**config.mk**
```make
export PLATFORM = sky130hd
export DESIGN_NAME = modular_exponentiation_unit
export DESIGN_NICKNAME = d
export VERILOG_FILES = /design/src/hdl/meu_pkg.sv /design/src/hdl/meu_divider.sv /design/src/hdl/meu_front.sv /design/src/hdl/meu_queue.sv /design/src/hdl/meu_back.sv /design/src/hdl/modular_exponentiation_unit.sv
export SDC_FILE = /design/constraint.sdc
export NUM_CORES = 2
export LEC_CHECK = 0
export BUFFER_PORTS_ARGS = -buffer_cell sky130_fd_sc_hd__buf_4
export CORE_ASPECT_RATIO = 0.8
export CORE_MARGIN = 4
export CORE_UTILIZATION = 40
export DETAILED_ROUTE_END_ITERATION = 7
export GPL_TIMING_DRIVEN = 0
export PLACE_DENSITY_LB_ADDON = 0.1
export SLEW_MARGIN = 5
export SYNTH_ARGS = -nofsm -noshare
export SYNTH_HDL_FRONTEND = slang
export SYNTH_HIERARCHICAL = 1
export SYNTH_SLANG_ARGS = --single-unit
```
**constraint.sdc**
```tcl
create_clock -name clk -period 15 [get_ports clk]
set_clock_uncertainty 0.05 [all_clocks]
set_input_delay 0 -clock clk [delete_from_list [all_inputs] [get_ports clk]]
set_output_delay 0 -clock clk [all_outputs]
set_load 0.1 [all_outputs]
```
**src/hdl/meu_pkg.sv**
```systemverilog
// Package for the modular exponentiation unit: widths, codes, shared types.
// No dependencies.
package meu_pkg;
    localparam int MOD_WIDTH = 16;
    localparam int EXP_WIDTH = 31;
    localparam int CASE_WIDTH = 2;
    localparam logic [CASE_WIDTH-1:0] CASE_FERMAT = 2'd0;
    localparam logic [CASE_WIDTH-1:0] CASE_EULER  = 2'd1;
    localparam logic [CASE_WIDTH-1:0] CASE_NONE   = 2'd2;

    // classified job handed from front to back
    typedef struct packed {
        logic [MOD_WIDTH-1:0]  base;
        logic [EXP_WIDTH-1:0]  exponent;
        logic [MOD_WIDTH-1:0]  modulus;
        logic [MOD_WIDTH-1:0]  exp_mod;   // exponent reduced modulo this; 0 means none
        logic [CASE_WIDTH-1:0] kind;
        logic                  bad;
    } job_t;
endpackage

```
**src/hdl/meu_divider.sv**
```systemverilog
// Restoring divider (one instance each in front and back): remainder of a 64-bit
// dividend by a 32-bit divisor, one quotient bit per cycle. Depends on nothing.
module meu_divider (
    input  logic        clk,
    input  logic        rst_n,
    input  logic        start,
    input  logic [63:0] dividend,
    input  logic [31:0] divisor,
    output logic        done,
    output logic [31:0] remainder
);
    logic [63:0] dvd_reg, dvd_next;
    logic [32:0] rem_reg, rem_next;
    logic [31:0] dsr_reg, dsr_next;
    logic [6:0]  cnt_reg, cnt_next;
    logic        busy_reg, busy_next;
    logic        done_reg, done_next;
    logic [32:0] shifted;

    always_comb
    begin
        dvd_next  = dvd_reg;
        rem_next  = rem_reg;
        dsr_next  = dsr_reg;
        cnt_next  = cnt_reg;
        busy_next = busy_reg;
        done_next = 1'b0;
        shifted   = {rem_reg[31:0], dvd_reg[63]};
        if (start)
        begin
            dvd_next  = dividend;
            dsr_next  = divisor;
            rem_next  = '0;
            cnt_next  = 7'd64;
            busy_next = 1'b1;
        end
        else if (busy_reg)
        begin
            dvd_next = {dvd_reg[62:0], 1'b0};
            if (shifted >= {1'b0, dsr_reg})
                rem_next = shifted - {1'b0, dsr_reg};
            else
                rem_next = shifted;
            cnt_next = cnt_reg - 7'd1;
            if (cnt_reg == 7'd1)
            begin
                busy_next = 1'b0;
                done_next = 1'b1;
            end
        end
    end

    always_ff @(posedge clk or negedge rst_n)
    begin
        if (!rst_n)
        begin
            busy_reg <= 1'b0;
            done_reg <= 1'b0;
            cnt_reg  <= '0;
        end
        else
        begin
            busy_reg <= busy_next;
            done_reg <= done_next;
            cnt_reg  <= cnt_next;
        end
    end

    always_ff @(posedge clk)
    begin
        dvd_reg <= dvd_next;
        rem_reg <= rem_next;
        dsr_reg <= dsr_next;
    end

    assign done      = done_reg;
    assign remainder = rem_reg[31:0];
endmodule

```
**src/hdl/meu_front.sv**
```systemverilog
// Front end: takes a transaction, runs trial division and gcd, classifies it.
// Depends on meu_pkg and meu_divider.
module meu_front (
    input  logic                           clk,
    input  logic                           rst_n,
    input  logic                           in_valid,
    output logic                           in_ready,
    input  logic [meu_pkg::MOD_WIDTH-1:0]  base,
    input  logic [meu_pkg::EXP_WIDTH-1:0]  exponent,
    input  logic [meu_pkg::MOD_WIDTH-1:0]  modulus,
    input  logic [meu_pkg::MOD_WIDTH-1:0]  totient,
    output meu_pkg::job_t                  job,
    output logic                           job_valid,
    input  logic                           job_ready
);
    localparam logic [2:0] S_IDLE = 3'd0, S_TRIAL = 3'd1, S_TWAIT = 3'd2,
                           S_GCD = 3'd3, S_GWAIT = 3'd4, S_OUT = 3'd5;
    logic [2:0] state_reg, state_next;
    meu_pkg::job_t job_reg, job_next;
    logic [meu_pkg::MOD_WIDTH:0] d_reg, d_next;       // trial divisor
    logic [meu_pkg::MOD_WIDTH-1:0] ga_reg, ga_next, gb_reg, gb_next;
    logic [meu_pkg::MOD_WIDTH-1:0] bm_reg, bm_next;   // base mod m
    logic        dv_start;
    logic [63:0] dv_dividend;
    logic [31:0] dv_divisor;
    logic        dv_done;
    logic [31:0] dv_rem;
    logic [2*meu_pkg::MOD_WIDTH+1:0] dsq;
    logic        prime_ok;

    meu_divider u_div (
        .clk(clk), .rst_n(rst_n), .start(dv_start), .dividend(dv_dividend),
        .divisor(dv_divisor), .done(dv_done), .remainder(dv_rem)
    );

    assign dsq = d_reg * d_reg;

    always_comb
    begin
        state_next  = state_reg;
        job_next    = job_reg;
        d_next      = d_reg;
        ga_next     = ga_reg;
        gb_next     = gb_reg;
        bm_next     = bm_reg;
        dv_start    = 1'b0;
        dv_dividend = '0;
        dv_divisor  = '0;
        prime_ok    = 1'b0;
        unique case (state_reg)
            S_IDLE:
            begin
                if (in_valid)
                begin
                    job_next.base     = base;
                    job_next.exponent = exponent;
                    job_next.modulus  = modulus;
                    job_next.exp_mod  = '0;
                    job_next.bad      = (modulus == '0);
                    job_next.kind     = meu_pkg::CASE_NONE;
                    d_next            = (meu_pkg::MOD_WIDTH+1)'(2);
                    // base mod m first (also gives multiple test)
                    if (modulus == '0)
                        state_next = S_OUT;
                    else
                    begin
                        dv_start    = 1'b1;
                        dv_dividend = 64'(base);
                        dv_divisor  = 32'(modulus);
                        state_next  = S_TWAIT;
                        bm_next     = '1;
                    end
                end
            end
            S_TRIAL:
            begin
                if (job_reg.modulus < 16'd2)
                    state_next = S_GCD;
                else if (dsq > (2*meu_pkg::MOD_WIDTH+2)'(job_reg.modulus))
                begin
                    prime_ok       = 1'b1;
                    job_next.kind  = meu_pkg::CASE_FERMAT;
                    job_next.exp_mod = (bm_reg != '0) ? job_reg.modulus - 1'b1 : '0;
                    state_next     = S_OUT;
                end
                else
                begin
                    dv_start    = 1'b1;
                    dv_dividend = 64'(job_reg.modulus);
                    dv_divisor  = 32'(d_reg);
                    state_next  = S_TWAIT;
                end
            end
            S_TWAIT:
            begin
                if (dv_done)
                begin
                    if (bm_reg == '1 && job_reg.modulus != '1)
                        bm_next = dv_rem[meu_pkg::MOD_WIDTH-1:0];
                    else if (bm_reg == '1)
                        bm_next = '0;
                    else if (dv_rem == '0)
                    begin
                        state_next = S_GCD;
                    end
                    else
                        d_next = d_reg + 1'b1;
                    if (bm_reg == '1 || dv_rem != '0)
                        state_next = S_TRIAL;
                    ga_next = job_reg.base;
                    gb_next = job_reg.modulus;
                end
            end
            S_GCD:
            begin
                if (gb_reg == '0)
                begin
                    if (ga_reg == 16'd1)
                    begin
                        job_next.kind    = meu_pkg::CASE_EULER;
                        job_next.exp_mod = totient;
                    end
                    state_next = S_OUT;
                end
                else
                begin
                    dv_start    = 1'b1;
                    dv_dividend = 64'(ga_reg);
                    dv_divisor  = 32'(gb_reg);
                    state_next  = S_GWAIT;
                end
            end
            S_GWAIT:
            begin
                if (dv_done)
                begin
                    ga_next    = gb_reg;
                    gb_next    = dv_rem[meu_pkg::MOD_WIDTH-1:0];
                    state_next = S_GCD;
                end
            end
            S_OUT:
            begin
                if (job_ready)
                    state_next = S_IDLE;
            end
            default: state_next = S_IDLE;
        endcase
    end

    always_ff @(posedge clk or negedge rst_n)
    begin
        if (!rst_n)
            state_reg <= S_IDLE;
        else
            state_reg <= state_next;
    end

    always_ff @(posedge clk)
    begin
        job_reg <= job_next;
        d_reg   <= d_next;
        ga_reg  <= ga_next;
        gb_reg  <= gb_next;
        bm_reg  <= bm_next;
    end

    assign in_ready  = (state_reg == S_IDLE);
    assign job       = job_reg;
    assign job_valid = (state_reg == S_OUT) && !prime_ok;
endmodule

```
**src/hdl/meu_queue.sv**
```systemverilog
// Two-entry queue of classified jobs between front and back.
// Depends on meu_pkg.
module meu_queue (
    input  logic          clk,
    input  logic          rst_n,
    input  logic          wr_valid,
    output logic          wr_ready,
    input  meu_pkg::job_t wr_data,
    output logic          rd_valid,
    input  logic          rd_ready,
    output meu_pkg::job_t rd_data
);
    meu_pkg::job_t mem_reg [2];
    logic wp_reg, rp_reg;
    logic [1:0] cnt_reg;
    logic do_wr, do_rd;

    assign wr_ready = (cnt_reg != 2'd2);
    assign rd_valid = (cnt_reg != 2'd0);
    assign do_wr    = wr_valid && wr_ready;
    assign do_rd    = rd_valid && rd_ready;
    assign rd_data  = mem_reg[rp_reg];

    always_ff @(posedge clk or negedge rst_n)
    begin
        if (!rst_n)
        begin
            wp_reg  <= 1'b0;
            rp_reg  <= 1'b0;
            cnt_reg <= 2'd0;
        end
        else
        begin
            if (do_wr)
                wp_reg <= ~wp_reg;
            if (do_rd)
                rp_reg <= ~rp_reg;
            cnt_reg <= cnt_reg + 2'(do_wr) - 2'(do_rd);
        end
    end

    always_ff @(posedge clk)
    begin
        if (do_wr)
            mem_reg[wp_reg] <= wr_data;
    end
endmodule

```
**src/hdl/meu_back.sv**
```systemverilog
// Back end: optional exponent reduction and base reduction, then right-to-left square and multiply.
// Depends on meu_pkg and meu_divider.
module meu_back (
    input  logic                            clk,
    input  logic                            rst_n,
    input  logic                            job_valid,
    output logic                            job_ready,
    input  meu_pkg::job_t                   job,
    output logic                            done,
    output logic [meu_pkg::MOD_WIDTH-1:0]   power_result,
    output logic [meu_pkg::CASE_WIDTH-1:0]  reduction_case,
    output logic                            bad_modulus
);
    localparam logic [2:0] S_IDLE = 3'd0, S_EWAIT = 3'd1, S_BWAIT = 3'd2,
                           S_STEP = 3'd3, S_MWAIT = 3'd4, S_SWAIT = 3'd5;
    logic [2:0] state_reg, state_next;
    meu_pkg::job_t job_reg, job_next;
    logic [meu_pkg::EXP_WIDTH-1:0] e_reg, e_next;
    logic [meu_pkg::MOD_WIDTH-1:0] b_reg, b_next, acc_reg, acc_next;
    logic done_reg, done_next;
    logic [meu_pkg::MOD_WIDTH-1:0] res_reg, res_next;
    logic        dv_start;
    logic [63:0] dv_dividend;
    logic [31:0] dv_divisor;
    logic        dv_done;
    logic [31:0] dv_rem;
    logic [2*meu_pkg::MOD_WIDTH-1:0] mul_prod;   // acc * b
    logic [2*meu_pkg::MOD_WIDTH-1:0] sq_prod;    // b * b

    meu_divider u_div (
        .clk(clk), .rst_n(rst_n), .start(dv_start), .dividend(dv_dividend),
        .divisor(dv_divisor), .done(dv_done), .remainder(dv_rem)
    );

    assign mul_prod = acc_reg * b_reg;
    assign sq_prod  = b_reg * b_reg;

    always_comb
    begin
        state_next  = state_reg;
        job_next    = job_reg;
        e_next      = e_reg;
        b_next      = b_reg;
        acc_next    = acc_reg;
        done_next   = 1'b0;
        res_next    = res_reg;
        dv_start    = 1'b0;
        dv_dividend = '0;
        dv_divisor  = '0;
        unique case (state_reg)
            S_IDLE:
            begin
                if (job_valid)
                begin
                    job_next = job;
                    e_next   = job.exponent;
                    acc_next = 16'd1;
                    if (job.bad)
                    begin
                        res_next  = '0;
                        done_next = 1'b1;
                    end
                    else if (job.exp_mod != '0)
                    begin
                        dv_start    = 1'b1;
                        dv_dividend = 64'(job.exponent);
                        dv_divisor  = 32'(job.exp_mod);
                        state_next  = S_EWAIT;
                    end
                    else
                    begin
                        dv_start    = 1'b1;
                        dv_dividend = 64'(job.base);
                        dv_divisor  = 32'(job.modulus);
                        state_next  = S_BWAIT;
                    end
                end
            end
            S_EWAIT:
            begin
                if (dv_done)
                begin
                    e_next      = dv_rem[meu_pkg::EXP_WIDTH-1:0];
                    dv_start    = 1'b1;
                    dv_dividend = 64'(job_reg.base);
                    dv_divisor  = 32'(job_reg.modulus);
                    state_next  = S_BWAIT;
                end
            end
            S_BWAIT:
            begin
                if (dv_done)
                begin
                    b_next     = dv_rem[meu_pkg::MOD_WIDTH-1:0];
                    state_next = S_STEP;
                end
            end
            S_STEP:
            begin
                if (e_reg == '0)
                begin
                    res_next   = acc_reg;
                    done_next  = 1'b1;
                    state_next = S_IDLE;
                end
                else if (e_reg[0])
                begin
                    dv_start    = 1'b1;
                    dv_dividend = 64'(mul_prod);
                    dv_divisor  = 32'(job_reg.modulus);
                    state_next  = S_MWAIT;
                end
                else
                begin
                    dv_start    = 1'b1;
                    dv_dividend = 64'(sq_prod);
                    dv_divisor  = 32'(job_reg.modulus);
                    state_next  = S_SWAIT;
                end
            end
            S_MWAIT:
            begin
                if (dv_done)
                begin
                    acc_next    = dv_rem[meu_pkg::MOD_WIDTH-1:0];
                    dv_start    = 1'b1;
                    dv_dividend = 64'(sq_prod);
                    dv_divisor  = 32'(job_reg.modulus);
                    state_next  = S_SWAIT;
                end
            end
            S_SWAIT:
            begin
                if (dv_done)
                begin
                    b_next     = dv_rem[meu_pkg::MOD_WIDTH-1:0];
                    e_next     = e_reg >> 1;
                    state_next = S_STEP;
                end
            end
            default: state_next = S_IDLE;
        endcase
    end

    always_ff @(posedge clk or negedge rst_n)
    begin
        if (!rst_n)
        begin
            state_reg <= S_IDLE;
            done_reg  <= 1'b0;
        end
        else
        begin
            state_reg <= state_next;
            done_reg  <= done_next;
        end
    end

    always_ff @(posedge clk)
    begin
        job_reg  <= job_next;
        e_reg    <= e_next;
        b_reg    <= b_next;
        acc_reg  <= acc_next;
        res_reg  <= res_next;
    end

    assign job_ready      = (state_reg == S_IDLE);
    assign done           = done_reg;
    assign power_result   = res_reg;
    assign reduction_case = job_reg.kind;
    assign bad_modulus    = job_reg.bad;
endmodule

```
**src/hdl/modular_exponentiation_unit.sv**
```systemverilog
// Top level of the modular exponentiation unit.
// Depends on meu_pkg, meu_front, meu_queue, meu_back.

// One transaction computes base^exponent mod modulus with reduction_case and
// bad_modulus; results appear for one cycle with done and cannot be stalled.
// All modulo work goes through 64-step restoring dividers: the front classifies
// by trial division and gcd (up to roughly 256 + 24 divisions), the back reduces
// the exponent (when exp_mod is set) and runs up to 31 square-and-multiply steps
// of one or two divisions each. A zero modulus needs no division at all.
// The front classifies the next transaction while the back works on this one.
// The totient register (cfg_data, taken on cfg_valid) is sampled when the front
// finishes classification; write it only while the unit is idle.
module modular_exponentiation_unit (
    input  logic                            clk,
    input  logic                            rst_n,
    input  logic                            start,
    output logic                            busy,
    input  logic [meu_pkg::MOD_WIDTH-1:0]   base,
    input  logic [meu_pkg::EXP_WIDTH-1:0]   exponent,
    input  logic [meu_pkg::MOD_WIDTH-1:0]   modulus,
    output logic                            done,
    output logic [meu_pkg::MOD_WIDTH-1:0]   power_result,
    output logic [meu_pkg::CASE_WIDTH-1:0]  reduction_case,
    output logic                            bad_modulus,
    input  logic                            cfg_valid,
    output logic                            cfg_ready,
    input  logic [meu_pkg::MOD_WIDTH-1:0]   cfg_data
);
    logic [meu_pkg::MOD_WIDTH-1:0] totient_reg;
    meu_pkg::job_t f_job, q_job;
    logic f_valid, f_ready, q_valid, q_ready;
    logic in_ready;

    assign cfg_ready = 1'b1;
    always_ff @(posedge clk or negedge rst_n)
    begin
        if (!rst_n)
            totient_reg <= '0;
        else if (cfg_valid)
            totient_reg <= cfg_data;
    end

    meu_front u_front (
        .clk(clk), .rst_n(rst_n), .in_valid(start), .in_ready(in_ready),
        .base(base), .exponent(exponent), .modulus(modulus), .totient(totient_reg),
        .job(f_job), .job_valid(f_valid), .job_ready(f_ready)
    );

    meu_queue u_queue (
        .clk(clk), .rst_n(rst_n), .wr_valid(f_valid), .wr_ready(f_ready),
        .wr_data(f_job), .rd_valid(q_valid), .rd_ready(q_ready), .rd_data(q_job)
    );

    meu_back u_back (
        .clk(clk), .rst_n(rst_n), .job_valid(q_valid), .job_ready(q_ready),
        .job(q_job), .done(done), .power_result(power_result),
        .reduction_case(reduction_case), .bad_modulus(bad_modulus)
    );

    assign busy = !in_ready;

`ifndef SYNTHESIS
    a_bad_zero: assert property (@(posedge clk) disable iff (!rst_n)
        done && bad_modulus |-> power_result == '0) else $error("bad modulus result");
    a_bad_case: assert property (@(posedge clk) disable iff (!rst_n)
        done && bad_modulus |-> reduction_case == meu_pkg::CASE_NONE)
        else $error("bad modulus case");
    a_case_range: assert property (@(posedge clk) disable iff (!rst_n)
        done |-> reduction_case <= meu_pkg::CASE_NONE) else $error("case out of range");
`endif
endmodule
```
==> qor.csv <==
metric,value,unit
first drt pass iteration count,8,
synthesized instance count,5601,
Syn-to-layout area delta,14.6,%
antenna violations before repair,4,
Worst slew margin,0.0192,
register area,20900,µm²
Yosys reg bits,726,
final count of hold timing violations,0,
unrepaired setup endpoints after global routing,false,
via density per instance,5.31,
Die W,439,µm
Worst setup EP type,flip-flop,
CTS tree,built,
vias in the first global route,43700,
H-Tree Depth,3,
dpl hpwl,147000,µm
combinational group share of total power,0.201,
Global Route Usage Sum,0.242,
PnR worst setup slack,2.77,ns
remaining antenna violation count,0,
Leak Pwr,29.8,nW
Crit path largest cell delay,0.74,ns
first-pass GRT wire length,282000,µm
Setup CP Type,reg2reg,
Fmax,81.8,MHz
failing checks,"DRC, capacitance limit",
Worst Hold Class,in2reg,
share of synthesized registers carrying an async set or reset,0.0620,
clk sink count,726,
ranking of synthesized cells by area,"edfxtp_1 31%, fa_1 19%, ha_1 8.5%, inv_1 5.6%, nand2_1 4.0%",
Port-buffer cells,102,
Starting Density,0.402,
total power,5.76,mW
critical path's slowest cell,clkbuf_1,
GRT overflow,0,
Synth top area share,0.312,
final setup vio count,0,
Max Cap Viol,1,
final hold slack,0.0777,ns
Worst setup SP type,flip-flop,
Die ar.,155000,µm²
"IR drop worst, VDD",82.5,µV
Final min period,12.23,ns
CTS Buffer Depth,3,
drt drc,6,
Root Buffer,clkbuf_16,
WP data required,15.28,ns
largest net degree at the start of global routing,61,
multi-input gate area in the final layout,34300,µm²
switching portion of total power,0.291,
clk slew on worst S/H paths,0.06,ns
clock share of power,0.377,
Cell Pwr Density,84.7,nW/µm²
CP top delay family,buffers and inverters,
RD Place Congestion,0.935,
slew at the pin closest to its max-slew limit,1.46,ns
sw power,1.68,mW
Synth area leader,edfxtp_1,
Mapped Area,59300,µm²
CP arrival,12.51,ns
max FFs per register,164,
crit-path max FO,60,
Ys Warns,6,
Most used DFF post-synth,edfxtp_1,
WP buf/inv,12,
Clock Latency Late Sink,0.71,ns
Place WS,2.81,ns
Std-Cell Rows,126,
die height,352,µm
fin nets,7120,
hold-fix buffers at CTS,174,
CTS buffer count,84,
Int Pwr,4.08,mW
Avg WL per Cell,23.0,µm
postcts setup bufs,0,
via count,43200,
IO Pins,105,
"Seq/Total Area, Yosys",0.353,
"non-filler cells, final",8146,
CP dominant cell by count,fa_1,
max-slew violation count,0,
drt total wl,187000,µm
"EDFF count, synth",617,
status,finished with violations,
Yosys cell types,106,
Flop pwr share,0.423,
post-synthesis area per instance,10.6,µm²
Fillers,14000,
placed cell count,7808,
share of layout cells above drive strength 1,0.103,
post-CTS resize count,0,
core area,147000,µm²
fin crit share,0.815,
initial DRC count,3928,
-- stage by stage --
step / setup TNS [ns] / utilization / area, µm²
5_1_grt: 0 / 0.461 / 68000
3_5_place_dp: 0 / 0.429 / 63300
6_report: 0 / 0.461 / 68000
3_3_place_gp: -159.00 / 0.427 / 63000
2_1_floorplan: 0 / - / 59700
4_1_cts: 0 / 0.461 / 68000
-- cells in the final DEF (no fill, tap or decap), types with 38 or more instances in the layout --
master and count:
a21o_1 56, a21oi_1 197, a22oi_1 38, a311oi_1 38, and2_1 260, buf_4 111, clkbuf_1 213, clkbuf_16 85
conb_1 112, dfrtp_1 45, dfxtp_1 64, dlygate4sd3_1 173, edfxtp_1 617, fa_1 549, ha_1 404, inv_1 889
mux2_2 178, mux2_4 80, mux2i_1 45, nand2_1 638, nand3_1 49, nand4_1 44, nor2_1 232, nor3_1 41
nor4_1 50, o21ai_0 205, xnor2_1 106, xor2_1 67
-- metal layers --
layer,up-vias,GRT usage,part of all wire
met4,0,0.0521,0.022
li1,19700,-,-
met2,1368,0.366,0.44
met1,21900,0.366,0.47
met3,224,0.0381,0.067
met5,-,0,0
-- cell usage after synthesis, drive strengths merged, types with 53 or more instances --
master  instances
buf            53
a21o           56
xor2           67
nor2          235
clkbuf        197
ha            404
o21ai         223
fa            549
xnor2         106
dfxtp          64
edfxtp        617
inv           893
and2          263
mux2          259
nand2         645
a21oi         202
-- power groups by stage --
stage / Sequential [mW] / Combinational [mW] / Clock [mW]
floorplan: 2.42 / 0.815 / 0
global placement: 2.48 / 1.08 / 0
detailed placement: 2.48 / 1.10 / 0
CTS: 2.43 / 1.14 / 2.23
global route: 2.45 / 1.28 / 2.32
finish: 2.43 / 1.16 / 2.17
-- path summary, 6_finish.rpt --
path,endpoint,cells past startpoint,slack (ns),startpoint
worst max-delay path,u_front/u_div/dvd_reg[22],35,2.77,u_front/d_reg[7]
worst min-delay path,u_front/job[30],2,0.08,modulus[11]
worst max register to register,u_front/u_div/dvd_reg[22],35,2.77,u_front/d_reg[7]
worst min register to register,u_queue/mem_reg[1][55],0,0.34,u_front/job[55]
max in group asynchronous,u_front/u_div/cnt_reg[3],4,14.24,rst_n
min in group asynchronous,totient_reg[14],4,0.36,rst_n
-- kinds of logic (layout without fill, tap and decap cells) --
logic type	Yosys count	count (layout)	synth area share
AND/OR/NAND/NOR	1472	1472	0.119
buffers and inverters	1146	1592	0.0767
adder cells (fa/ha/maj)	953	953	0.271
AO/OA/AOI/OAI	824	824	0.0934
flip-flops	726	726	0.353
multiplexers	304	304	0.0618
XOR/XNOR	173	173	0.0255
other	3	118	0.000190
-- final cells by class --
type,instances,share of cell area
Clock inverter,49,0.00922
Antenna cell,6,0.000221
Multi-Input combinational cell,3838,0.504
Sequential cell,726,0.308
Inverter,896,0.0496
Tap cell,1984,0.0365
Buffer,250,0.0174
Clock buffer,109,0.0337
Timing Repair Buffer,288,0.0410
No activity file was read; power rests on OpenSTA's default activity.
